--- src/hw/rtl/qe_pkg.sv ---
// Types, constants and helper functions shared by the quaternion to Euler converter.
package qe_pkg;

  localparam int CORDIC_STAGES_DEF = 16;
  localparam int ATAN_TAB_LEN      = 24;
  localparam int VEC_W   = 34;   // vectors built from the products
  localparam int CW      = 36;   // CORDIC x/y width, room for gain
  localparam int ZW      = 26;   // angle accumulator, degrees * 2^16
  localparam int S_W     = 30;   // clamped sine, Q28
  localparam int RAD_W   = 58;   // radicand, even width
  localparam int ROOT_W  = 29;
  localparam int REM_W   = 31;
  localparam int SQ_STEPS = RAD_W / 2;
  localparam int FRONT_STAGES = 3;
  // front stages, square root steps, pre-rotation and output registers; CORDIC stages not included
  localparam int LAT_BASE = FRONT_STAGES + SQ_STEPS + 2;

  localparam logic signed [ZW-1:0] DEG90 = ZW'(90 * 65536);
  localparam logic signed [15:0] PITCH_LIM = 16'sd11520;
  localparam logic signed [15:0] ANGLE_LIM = 16'sd23040;

  typedef struct packed {
    logic signed [15:0] quat_i;
    logic signed [15:0] quat_j;
    logic signed [15:0] quat_k;
    logic signed [15:0] quat_real;
  } quat_in_t;

  typedef struct packed {
    logic signed [14:0] pitch_angle;
    logic signed [15:0] roll_angle;
    logic signed [15:0] yaw_angle;
  } euler_out_t;

  // data carried alongside the square root
  typedef struct packed {
    logic signed [S_W-1:0]   s;
    logic signed [VEC_W-1:0] roll_y;
    logic signed [VEC_W-1:0] roll_x;
    logic signed [VEC_W-1:0] yaw_y;
    logic signed [VEC_W-1:0] yaw_x;
  } side_t;

  typedef struct packed {
    logic signed [CW-1:0] x;
    logic signed [CW-1:0] y;
    logic signed [ZW-1:0] z;
    logic                 zero;
  } lane_t;

  function automatic logic signed [ZW-1:0] atan_tab(input int n);
    logic signed [ZW-1:0] a;
    case (n)
      0:  a = ZW'(2949120);
      1:  a = ZW'(1740967);
      2:  a = ZW'(919879);
      3:  a = ZW'(466945);
      4:  a = ZW'(234379);
      5:  a = ZW'(117304);
      6:  a = ZW'(58666);
      7:  a = ZW'(29335);
      8:  a = ZW'(14668);
      9:  a = ZW'(7334);
      10: a = ZW'(3667);
      11: a = ZW'(1833);
      12: a = ZW'(917);
      13: a = ZW'(458);
      14: a = ZW'(229);
      15: a = ZW'(115);
      16: a = ZW'(57);
      17: a = ZW'(29);
      18: a = ZW'(14);
      19: a = ZW'(7);
      20: a = ZW'(4);
      21: a = ZW'(2);
      22: a = ZW'(1);
      default: a = '0;
    endcase
    return a;
  endfunction

  // turn a left-half-plane vector into the right half plane
  function automatic lane_t pre_rotate(input logic signed [CW-1:0] y,
                                       input logic signed [CW-1:0] x);
    lane_t l;
    l.zero = (x == '0) && (y == '0);
    l.x = x;
    l.y = y;
    l.z = '0;
    if (x < 0) begin
      if (y >= 0) begin
        l.x = y;
        l.y = -x;
        l.z = DEG90;
      end else begin
        l.x = -y;
        l.y = x;
        l.z = -DEG90;
      end
    end
    return l;
  endfunction

  // degrees * 2^16 to 1/128 degree, round half away from zero, saturate
  function automatic logic signed [15:0] to_units(input lane_t l,
                                                  input logic signed [15:0] lim);
    logic [ZW-1:0] mag;
    logic [ZW-1:0] q;
    logic signed [15:0] r;
    mag = l.z[ZW-1] ? ZW'(-l.z) : ZW'(l.z);
    q = (mag + ZW'(256)) >> 9;
    if (q > ZW'(lim)) q = ZW'(lim);
    r = l.z[ZW-1] ? -16'(q) : 16'(q);
    if (l.zero) r = '0;
    return r;
  endfunction

endpackage

--- src/hw/rtl/qe_sqrt_cell.sv ---
// One digit step of the integer square root, with side data passed along.
module qe_sqrt_cell (
  input  logic                        clk,
  input  logic [qe_pkg::RAD_W-1:0]    rad_in,
  input  logic [qe_pkg::REM_W-1:0]    rem_in,
  input  logic [qe_pkg::ROOT_W-1:0]   root_in,
  input  qe_pkg::side_t               side_in,
  output logic [qe_pkg::RAD_W-1:0]    rad_out,
  output logic [qe_pkg::REM_W-1:0]    rem_out,
  output logic [qe_pkg::ROOT_W-1:0]   root_out,
  output qe_pkg::side_t               side_out
);
  import qe_pkg::*;

  logic [REM_W+1:0] rem_sh, trial;
  logic [REM_W-1:0] rem_nxt;
  logic [ROOT_W-1:0] root_nxt;
  logic [RAD_W-1:0] rad_r;
  logic [REM_W-1:0] rem_r;
  logic [ROOT_W-1:0] root_r;
  side_t side_r;

  always_comb begin
    rem_sh = {rem_in, rad_in[RAD_W-1 -: 2]};
    trial  = (REM_W+2)'({root_in, 2'b01});
    if (rem_sh >= trial) begin
      rem_nxt  = REM_W'(rem_sh - trial);
      root_nxt = {root_in[ROOT_W-2:0], 1'b1};
    end else begin
      rem_nxt  = rem_sh[REM_W-1:0];
      root_nxt = {root_in[ROOT_W-2:0], 1'b0};
    end
  end

  always_ff @(posedge clk) begin
    rad_r  <= {rad_in[RAD_W-3:0], 2'b00};
    rem_r  <= rem_nxt;
    root_r <= root_nxt;
    side_r <= side_in;
  end

  assign rad_out  = rad_r;
  assign rem_out  = rem_r;
  assign root_out = root_r;
  assign side_out = side_r;

endmodule

--- config.mk ---
export PLATFORM = sky130hd
export DESIGN_NAME = qe_sqrt_cell
export DESIGN_NICKNAME = d
export VERILOG_FILES = /design/src/hw/rtl/qe_pkg.sv /design/src/hw/rtl/qe_sqrt_cell.sv
export SDC_FILE = /design/constraint.sdc
export NUM_CORES = 1
export LEC_CHECK = 0
export ABC_CLOCK_PERIOD_IN_PS = 4250
export BUFFER_PORTS_ARGS = -buffer_cell sky130_fd_sc_hd__buf_2
export CORE_AREA = 2 2 222 224
export DETAILED_ROUTE_END_ITERATION = 8
export DIE_AREA = 0 0 224 226
export PLACE_DENSITY_LB_ADDON = 0.3
export SYNTH_ARGS = -nofsm -noshare
export SYNTH_HDL_FRONTEND = slang
export SYNTH_SLANG_ARGS = --single-unit
--- constraint.sdc ---
create_clock -name clk -period 4.25 [get_ports clk]
set_input_delay 0.2125 -clock clk [delete_from_list [all_inputs] [get_ports clk]]
set_output_delay 0.2125 -clock clk [all_outputs]
set_load 0.005 [all_outputs]
Word-level counts from Yosys, hierarchy flattened
Cells that the tools add are included.

$add $sub $neg: 1. Multipliers: 0. Divide/modulo/power cells: 0. Magnitude comparators: 1. Equal/unequal tests: 0. Shifts and indexed selects: 0. Muxes and demuxes: 2. Bitwise logic cells: 0. Reduce and logical (&&, ||, !) cells: 0.

Operator list (count): $ge 33x31->1 (1); $mux 31 (1); $sub 31x31->31 (1); $mux 1 (1).

Register bits after elaboration: 282. Latch bits: 0. Memory bits (writable): 0. Bits in read-only memories: 0. Input port bits: 285. Output and inout bits: 284. Word-level logic and storage cells: 12. Memories kept: 0.

Logic depth before layout (Yosys ltp)
Gate-level depths: netlist of run 1.

Word-level depth: 2. Mapped depth: 12. Gate-level depth less buffers: 10.

Least setup slack after synthesis of run 1
Ideal clock, no wire load.

Kind: in2reg. Start: input port root_in[5] in the netlist's numbering. End: register rem_r[10], in the netlist rem_out[10]. Library setup time: 121 ps. Arrival: 2483 ps. Required time: 4129 ps. Path slack: 1646 ps. Stages: 12. Path buffers: 2. Cells stage by stage: inv_1 > ha_1 > clkdlybuf4s25_2 > nand3_1 > nand3_1 > a41oi_2 > o211ai_2 > a31oi_4 > o21ai_2 > a31oi_4 > buf_6 > mux2_4.

Word-level cells in the longest chain between the ends: 2. Elaborated cells on any way between the ends: 3. Those cells by class: 1 x add/sub; 1 x order compare; 1 x mux.

RTL lines: from (decl) (RTL line qe_sqrt_cell.sv:6) `input logic [qe_pkg::ROOT_W-1:0] root_in,`; $sub 31x31->31 or $ge 33x31->1 (tied branches) (RTL line qe_sqrt_cell.sv:27, qe_sqrt_cell.sv:26); $mux 31 * (RTL line qe_sqrt_cell.sv:26) `if (rem_sh >= trial) begin`; via rem_nxt[10] (RTL line qe_sqrt_cell.sv:16) `logic [REM_W-1:0] rem_nxt;`; to (signal assigned) (RTL line qe_sqrt_cell.sv:37) `rem_r <= rem_nxt;`; to (decl) (RTL line qe_sqrt_cell.sv:19) `logic [REM_W-1:0] rem_r;`.

Mark *: on every way through the listed nets, which the timed path passes. The rest lies on a longest branch.

Worst setup path in the final report of run 1
Start: input port root_in[0] in the netlist's numbering. End: register rem_r[16], in the netlist rem_out[16].

The elaborated chain is that of the path after synthesis.

==> impl_metrics.env, run 1 <==
export IMPL_place_area_um2=11500
export IMPL_grt_pass1_vias=8176
export IMPL_antenna_found_initial=8
export IMPL_cp_max_fo=21
export IMPL_synth_fa_ha_area_share_pct=4.84
export IMPL_gr_total_overflow=0
export IMPL_ir_drop_mv=0.252
export IMPL_cp_required_ns=4.66
export IMPL_wl_um=38800
export IMPL_yosys_mux_area_fraction_pct=5.52
export IMPL_design_area_um2=15500
export IMPL_status="finished clean"
export IMPL_slew_headroom_pct=51.6
export IMPL_place_congestion=0.759
export IMPL_worstMarginPinSlew_ns=0.708
export IMPL_root_buffer="clkbuf_16"
export IMPL_h_tree_depth=2
export IMPL_path_class="in -> reg"
export IMPL_clock_path_buffers=3
export IMPL_finalCriticalPeriod_ns=3.19
export IMPL_drtIter0Drc=247
export IMPL_crit_path_max_incr_delay_ns=0.53
export IMPL_period_share_pct=75.0
export IMPL_yosysSeqAreaShare_pct=70.5
export IMPL_avgRoutedWirePerCell_um=18.3
export IMPL_setup_tns_ns=0
export IMPL_yosys_cell_types_count=50
export IMPL_synthTopCellsByArea="dfxtp_1, mux2_4, ha_1"
export IMPL_synthFlopType="dfxtp_1"
export IMPL_initial_core_util_pct=16.6
export IMPL_grt_pass1_wl_um=52300
export IMPL_grt_setup_unrepaired="false"
export IMPL_synth_seq_cells=282
export IMPL_die_width_um=224
export IMPL_final_max_slew_viol_count=0
export IMPL_fin_nets=1787
export IMPL_powerDensity_nw_per_um2=448
export IMPL_synth_top_family_by_area="compound AO/OA/AOI/OAI gates"
export IMPL_drive_above_1_share_pct=44.0
export IMPL_synth_compound_area_share_pct=7.44
export IMPL_synth_warnings=0
export IMPL_fmax_mhz=314
export IMPL_area_growth_pct=93.3
export IMPL_syn_avg_cell_area_um2=13.4
export IMPL_path_common_cell="a31oi_4"
export IMPL_numCtsBuffers=36
export IMPL_end_kind="flip-flop"
export IMPL_postSynthCellCount=599
export IMPL_ant_nets=0
export IMPL_synth_top_area_share_pct=70.5
export IMPL_hold_violations=0
export IMPL_path_clk_slew_ns=0.06
export IMPL_leakagePower_uw=0.00748
export IMPL_cts_sinks=282
export IMPL_drtPass1Iterations=4
export IMPL_dp_hpwl_um=29800
export IMPL_worstPathArrival_ns=3.60
export IMPL_critPathLaunchType="input port"
export IMPL_syn_area_um2=8010
export IMPL_synth_edf_count=0
export IMPL_setup_viol=0
export IMPL_grt_usage_pct=14.3
export IMPL_die_height_um=226
export IMPL_synth_async_reset_ratio_pct=0
export IMPL_die_area_um2=50600
export IMPL_via_per_inst=3.69
export IMPL_slowest_stage="dlygate4sd3_1"
export IMPL_yosys_area_share_simple_pct=5.17
export IMPL_numPortBuffers=566
export IMPL_num_io_pins=569
export IMPL_maxCapViolCount=0
export IMPL_cts_tree="built"
export IMPL_cts_setup_buffers=0
export IMPL_core_area_um2=48300
export IMPL_cts_resized=0
export IMPL_synthXorXnorAreaFrac_pct=2.84
export IMPL_place_inst=1774
export IMPL_grt_start_max_net_pins=22
export IMPL_fin_cells=2121
export IMPL_rows=81
export IMPL_num_vias=7816
export IMPL_synth_top_area_cell="dfxtp_1"
export IMPL_drc=0
export IMPL_path_cells="dlygate4sd3_1 > buf_2 > inv_1 > ha_1 > o21ai_0 > a221oi_2 > a41oi_2 > o211ai_2 > a31oi_4 > o21ai_2 > a31oi_4 > buf_4 > mux2_4"
export IMPL_hp_class="in -> reg"
export IMPL_fillers=4885
[layer usage]
layer / up-vias / part of all wire [%] / track usage, % / wire length [µm]
li1: 3747 / - / - / -
met4: 8 / 4.7 / 7.18 / 1810
met3: 76 / 8.6 / 5.57 / 3340
met1: 3630 / 37 / 14.7 / 14200
met5: - / 0.13 / 0 / 52
met2: 355 / 50 / 25.4 / 19400
[cell usage in the layout, fill, tap and decap left out, types with 3 or more instances in the layout]
master         synthesis  layout
nand2b_1               4       4
dfxtp_1              282     282
inv_1                 39      39
dlygate4sd3_1          0     281
clkinv_2               0       5
clkbuf_16              0      38
nand3_1               10      10
clkinvlp_4             0       3
o21bai_1               5       5
nand2_1               26      26
mux2i_1                4       4
and2_1                 3       3
ha_1                  31      31
buf_2                  0     566
nor2b_1                3       3
nor2_1                17      17
clkbuf_8               1       3
o21a_1                 4       4
xnor2_1               12      12
diode_2                0       5
nand4_1                8       8
and3_1                 3       3
a21o_1                11      11
o31ai_1                3       3
nor3_1                 5       5
xor2_1                14      14
o21ai_0               13      13
mux2_4                26      26
a21oi_1               34      34
clkbuf_1               4       6
[cell usage after synthesis (4+ instances only)]
cell type,count
dfxtp_1,282
clkbuf_1,4
a21o_1,11
o21bai_1,5
inv_1,39
nand2_1,26
mux2_4,26
nor3_1,5
xor2_1,14
nand4_1,8
nand3_1,10
xnor2_1,12
a21oi_1,34
o21a_1,4
nor2_1,17
nand2b_1,4
mux2i_1,4
buf_4,4
o21ai_0,13
ha_1,31
[path summary, 6_finish.rpt]
path                       start          end  slack [ns]  cells past startpoint
worst max-delay path  root_in[0]  rem_out[16]        1.06                     13
worst min-delay path  rem_in[30]  rem_out[29]        0.24                      5
[worst max-delay path, delay by kind of cell]
kind	cells	cell delay [ns]
buf+inv	4	0.98
mux	1	0.34
compound gates	7	1.70
fa+ha+maj	1	0.35
[per-stage QoR]
step / utilization (%) / setup slack [ns] / power [µW] / hold slack [ns]
after floorplan: - / 1.65 / 3310 / 0.240
after global placement: 23.8 / 1.11 / 3780 / 0.315
after detailed placement: 23.8 / 1.02 / 3780 / 0.316
after CTS: 32.0 / 1.02 / 7090 / 0.170
after global routing: 32.0 / 0.927 / 7270 / 0.227
final: 32.0 / 1.06 / 6940 / 0.244
[logic make-up after synthesis]
kind of cell	count (synthesis)
adders and majority gates	31
DFF	282
other	1
buffers and inverters	55
xor gates and xnor gates	26
muxes	31
and+or+nand+nor	85
AOI/OAI and AO/OA	88
[state kept, by name, summed over array words and instances (netlist names)]
name      count
rad_out      56
rem_out      31
root_out     29
side_out    166
[power breakdown]
part,internal (µW),switching (µW),leakage [µW]
Sequential,2840,55.4,0.00238
Combinational,577,462,0.00453
Clock,1810,1200,0.000565
[timing repair]
action / CTS / global route
endpoints found under the setup margin: 0 / 0
hold buffers: 281 / 0
endpoints found under the hold margin: 281 / 0
[cell type report]
class,count,area (µm²),area share [%]
Clock buffer,47,1010,6.55
Inverter,39,146,0.946
Tap cell,622,778,5.03
Sequential cell,282,5650,36.5
Timing Repair Buffer,849,5660,36.6
Clock inverter,14,150,0.970
Antenna cell,5,12.5,0.0808
Multi-Input combinational cell,263,2070,13.4
Power figures use the tool's default switching activity.
==> inputs of run 2 (changes only) <==
Settings changed: ABC_CLOCK_PERIOD_IN_PS 4250 to 3200, CORE_AREA 2 2 222 224 to 2 2 224 226, DIE_AREA 0 0 224 226 to 0 0 226 228.
Clock period 4.25 ns to 3.2 ns, I/O delays scaled along.
==> impl_metrics.env, run 2 (same netlist as run 1, synthesis figures left out) <==
export IMPL_status="finished clean"
export IMPL_p_switching_uw=2320
export IMPL_grt_start_max_net_pins=20
export IMPL_p_sw_share_pct=24.8
export IMPL_drtPass1Iterations=4
export IMPL_num_io_pins=569
export IMPL_rows=82
export IMPL_grt_setup_unrepaired="false"
export IMPL_via_per_inst=3.57
export IMPL_clock_path_buffers=3
export IMPL_fmax_mhz=342
export IMPL_cts_tree="built"
export IMPL_numPortBuffers=566
export IMPL_path_class="in -> reg"
export IMPL_initial_core_util_pct=16.2
export IMPL_final_common_cell="buf_2"
export IMPL_finalCriticalPeriod_ns=2.92
export IMPL_intPower_uw=7050
export IMPL_place_area_um2=11700
export IMPL_fin_cells=2188
export IMPL_cts_resized=0
export IMPL_die_area_um2=51500
export IMPL_num_vias=7802
export IMPL_numCtsBuffers=35
export IMPL_root_buffer="clkbuf_16"
export IMPL_crit_path_end="rem_out[4]"
export IMPL_grt_pass1_vias=8564
export IMPL_p_comb_share_pct=15.0
export IMPL_holdWs_ns=0.231
export IMPL_critPathLaunchType="input port"
export IMPL_cts_sinks=282
export IMPL_startpoint="rem_in[6]"
export IMPL_place_inst=1839
export IMPL_wl_um=39800
export IMPL_core_area_um2=49300
export IMPL_p_seq_share_pct=41.0
export IMPL_worstMarginPinSlew_ns=0.627
export IMPL_drc=0
export IMPL_worstPathArrival_ns=3.34
export IMPL_place_congestion=0.845
export IMPL_fin_nets=1801
export IMPL_die_width_um=226
export IMPL_end_kind="flip-flop"
export IMPL_hp_class="in -> reg"
export IMPL_antenna_found_initial=9
export IMPL_final_cell_mix="buf_2, dfxtp_1, dlygate4sd3_1"
export IMPL_ant_nets=0
export IMPL_hold_violations=0
export IMPL_setup_tns_ns=0
export IMPL_die_height_um=228
export IMPL_design_area_um2=15700
export IMPL_crit_path_max_incr_delay_ns=0.59
export IMPL_drive_above_1_share_pct=44.5
export IMPL_path_clk_slew_ns=0.06
export IMPL_powerDensity_nw_per_um2=596
export IMPL_largest_reg_flops=166
export IMPL_grt_usage_pct=14.8
export IMPL_period_share_pct=91.4
export IMPL_slowest_stage="dlygate4sd3_1"
export IMPL_setup_viol=0
export IMPL_maxCapViolCount=0
export IMPL_area_growth_pct=96.1
export IMPL_grt_pass1_wl_um=55000
export IMPL_gr_total_overflow=0
export IMPL_slew_headroom_pct=57.1
export IMPL_final_max_slew_viol_count=0
export IMPL_leakagePower_uw=0.00758
export IMPL_ir_drop_mv=0.423
export IMPL_cp_required_ns=3.61
export IMPL_path_cells="dlygate4sd3_1 > buf_2 > ha_1 > a21oi_1 > nand3_1 > a41oi_2 > o211ai_2 > buf_4 > a31oi_4 > o21ai_2 > a31oi_4 > buf_4 > mux2_4"
export IMPL_cp_max_fo=9
export IMPL_avgRoutedWirePerCell_um=18.2
export IMPL_clockPowerShare_pct=44.0
export IMPL_h_tree_depth=2
export IMPL_drtIter0Drc=151
export IMPL_dp_hpwl_um=30600
run 2: changes by cell type in the layout (fill, tap and decap cells not counted), moves of 2 or more:
cell        delta
clkinvlp_4     -2
clkbuf_8       +2
buf_4         +14
clkbuf_16      -3
clkbuf_1       +3
bufinv_16      +2
run 2: critical path: cells and delay by family:
| family | cells | cell delay [ns] |
|---|---|---|
| buffers and inverters | 4 | 1.19 |
| AOI/OAI and AO/OA | 6 | 1.10 |
| adders and majority gates | 1 | 0.41 |
| muxes | 1 | 0.31 |
| and+or+nand+nor | 1 | 0.17 |
run 2: what timing repair did:
action | CTS | global route
hold endpoints to repair | 281 | 0
hold buffers | 281 | 0
setup buffers | 0 | 0
endpoints found under the setup margin | 0 | 0
run 2: layout make-up:
class,instances,area (µm²)
inverters,39,146
well taps,672,841
clock inverters,15,225
flip-flops and latches,282,5650
repair buffers,864,5790
fillers,5005,33600
clock buffers,49,978
diodes,4,10.0
multi-input cells,263,2070
run 2: power by group through the flow:
stage / registers [µW] / clock network (µW) / logic (µW)
2_1_floorplan: 3950 / 0 / 449
3_3_place_gp: 3920 / 0 / 1130
3_5_place_dp: 3910 / 0 / 1130
4_1_cts: 3840 / 4270 / 1430
5_1_grt: 3860 / 4410 / 1540
6_report: 3840 / 4120 / 1410
run 2: worst min-delay path by stage:
stage / cells after the start / from / endpoint
global route: 2 / rad_in[45] / rad_out[47]
detailed placement: 1 / side_in[73] / side_out[73]
finish: 5 / rem_in[30] / rem_out[29]
global placement: 1 / rad_in[4] / rad_out[6]
floorplan: 0 / rad_in[8] / rad_out[10]
CTS: 5 / rem_in[30] / rem_out[29]
run 2: per-stage QoR:
step	setup WS [ns]	util, %	total power [µW]
2_1_floorplan	0.649	-	4400
3_3_place_gp	0.279	23.7	5050
3_5_place_dp	0.268	23.7	5050
4_1_cts	0.260	31.8	9540
5_1_grt	0.131	31.8	9810
6_report	0.277	31.8	9370
run 2: layer usage:
metal	vias up	wire length [µm]	GRT usage [%]
met2	367	19100	25.8
met3	91	3920	6.22
met4	12	2190	7.88
met5	-	91	0
met1	3561	14500	15.0
li1	3771	-	-
==> inputs of run 3 (changes only) <==
Settings changed: ABC_AREA set to 1, CORE_AREA 2 2 224 226 to 2 2 221 223, DIE_AREA 0 0 226 228 to 0 0 223 225, SLEW_MARGIN set to 20.
==> impl_metrics.env, run 3 <==
export IMPL_ant_nets=0
export IMPL_path_clk_slew_ns=0.05
export IMPL_core_area_um2=47500
export IMPL_avgRoutedWirePerCell_um=19.4
export IMPL_synth_common_cells="dfxtp_1, nand2_1, inv_1, nand3_1"
export IMPL_die_height_um=225
export IMPL_numPortBuffers=566
export IMPL_ir_drop_mv=0.343
export IMPL_cts_setup_buffers=0
export IMPL_grt_usage_pct=18.0
export IMPL_period_share_pct=73.1
export IMPL_yosys_cell_types_count=31
export IMPL_fmax_mhz=428
export IMPL_syn_avg_cell_area_um2=9.61
export IMPL_num_io_pins=569
export IMPL_grt_pass1_vias=9556
export IMPL_power_uw=9160
export IMPL_cp_required_ns=3.62
export IMPL_synth_compound_area_share_pct=1.32
export IMPL_num_vias=9046
export IMPL_hold_violations=0
export IMPL_setup_tns_ns=0
export IMPL_antenna_found_initial=9
export IMPL_synth_edf_count=0
export IMPL_yosysSeqAreaShare_pct=64.9
export IMPL_end_kind="flip-flop"
export IMPL_fin_cells=2423
export IMPL_synthXorXnorAreaFrac_pct=1.41
export IMPL_final_cell_mix="buf_2, dfxtp_1, dlygate4sd3_1"
export IMPL_syn_area_um2=8700
export IMPL_yosys_mux_area_fraction_pct=0
export IMPL_whs_path_depth=6
export IMPL_hold_path_startpoint="root_in[28]"
export IMPL_hold_path_end="rem_out[30]"
export IMPL_place_inst=2077
export IMPL_synth_top_area_cell="dfxtp_1"
export IMPL_cts_tree="built"
export IMPL_finalCriticalPeriod_ns=2.34
export IMPL_synth_fa_ha_area_share_pct=4.46
export IMPL_synth_async_reset_ratio_pct=0
export IMPL_worstPathArrival_ns=2.76
export IMPL_slowest_stage="dlygate4sd3_1"
export IMPL_yosys_area_share_simple_pct=20.5
export IMPL_wl_um=46900
export IMPL_synthTopCellsByArea="dfxtp_1, nand2_1, inv_1"
export IMPL_dp_hpwl_um=37400
export IMPL_crit_path_max_incr_delay_ns=0.55
export IMPL_path_common_cell="nand2_1"
export IMPL_grt_start_max_net_pins=34
export IMPL_crit_family="simple AND/OR/NAND/NOR gates"
export IMPL_synth_top_family_by_area="simple AND/OR/NAND/NOR gates"
export IMPL_via_per_inst=3.73
export IMPL_area_growth_pct=85.9
export IMPL_synth_warnings=0
export IMPL_fin_nets=2096
export IMPL_path_class="in -> reg"
export IMPL_fillers=4989
export IMPL_setup_viol=0
export IMPL_root_buffer="clkbuf_16"
export IMPL_cp_buffers_inverters=4
export IMPL_initial_core_util_pct=18.3
export IMPL_largest_reg_flops=166
export IMPL_synthFlopType="dfxtp_1"
export IMPL_synth_seq_cells=282
export IMPL_drive_above_1_share_pct=36.0
export IMPL_final_max_slew_viol_count=0
export IMPL_drc=0
export IMPL_place_area_um2=12200
export IMPL_synth_top_area_share_pct=64.9
export IMPL_cp_max_fo=33
export IMPL_rows=80
export IMPL_design_area_um2=16200
export IMPL_leakagePower_uw=0.00844
export IMPL_gr_total_overflow=0
export IMPL_drtPass1Iterations=4
export IMPL_path_cells="dlygate4sd3_1 > buf_2 > ha_1 > nand2_1 > inv_1 > nand2_1 > nand2_1 > inv_1 > nand3_2 > nand2_2 > nand2_2 > nand2_4 > nand2_8 > nand3_1 > nand2_1"
export IMPL_cts_sinks=282
export IMPL_postSynthCellCount=905
export IMPL_die_width_um=223
export IMPL_h_tree_depth=2
export IMPL_synth_most_common_cell="dfxtp_1"
export IMPL_grt_setup_unrepaired="false"
export IMPL_hp_class="in -> reg"
export IMPL_place_congestion=0.927
export IMPL_critPathLaunchType="input port"
export IMPL_maxCapViolCount=0
export IMPL_drtIter0Drc=368
export IMPL_clock_path_buffers=3
export IMPL_numCtsBuffers=35
export IMPL_grt_pass1_wl_um=64900
export IMPL_final_common_cell="buf_2"
export IMPL_status="finished clean"
export IMPL_powerDensity_nw_per_um2=566
export IMPL_die_area_um2=50200
==> run 3: layout make-up <==
| type | count | area, µm² | share of cell area, % |
|---|---|---|---|
| flip-flops and latches | 282 | 5650 | 34.9 |
| inverters | 144 | 541 | 3.34 |
| repair buffers | 849 | 5660 | 35.0 |
| diodes | 4 | 10.0 | 0.0619 |
| well taps | 615 | 769 | 4.76 |
| multi-input cells | 468 | 2420 | 15.0 |
| clock buffers | 49 | 990 | 6.12 |
| clock inverters | 12 | 136 | 0.843 |
==> run 3: cells by family (layout without fill, tap and decap cells) <==
logic type	count (synthesis)	after routing
and+or+nand+nor	399	399
DFF	282	282
buffers and inverters	156	1054
adders and majority gates	31	31
AOI/OAI and AO/OA	22	22
xor gates and xnor gates	14	14
other	1	6
==> run 3: per-layer routing <==
layer / wire length [µm] / track usage, % / share of wire [%]
met1: 18100 / 19.7 / 39
met2: 23400 / 32.1 / 50
met3: 3090 / 5.12 / 6.6
met4: 2320 / 8.75 / 5.0
met5: 41 / 0 / 0.087
==> run 3: worst max path at each step <==
stage | startpoint | endpoint | slack (ns) | cells after the start
after floorplan | root_in[25] | rem_out[15] | 1.61 | 12
after global placement | root_in[5] | rem_out[1] | 0.82 | 15
after detailed placement | root_in[6] | rem_out[1] | 0.83 | 15
after CTS | rem_in[5] | rem_out[30] | 0.84 | 15
after global routing | rem_in[4] | rem_out[1] | 0.67 | 15
final | rem_in[6] | rem_out[30] | 0.86 | 15
==> run 3: power by group <==
group / leakage [µW] / total [µW] / switching [µW] / internal, µW
Sequential: 0.00238 / 3840 / 73.9 / 3760
Clock: 0.000543 / 3910 / 1580 / 2330
Combinational: 0.00552 / 1410 / 723 / 688
Total: 0.00844 / 9160 / 2380 / 6780
==> run 3: stage by stage <==
step	util (%)	worst slack, ns	hold slack [ns]
2_1_floorplan	-	1.61	0.188
3_3_place_gp	25.7	0.825	0.262
3_5_place_dp	25.7	0.832	0.264
4_1_cts	34.0	0.842	0.154
5_1_grt	34.0	0.671	0.208
6_report	34.0	0.861	0.183
==> run 3: repair_timing <==
action                    4_1_cts  5_1_grt
resized for setup               0        0
hold buffers                  281        0
hold endpoints to repair      281        0
==> run 3: worst min-delay path, cell delays in order <==
cell	delay [ns]
buf_2	0.10
inv_1	0.04
ha_1	0.17
nand2_1	0.06
nand3_1	0.07
nand2_1	0.05
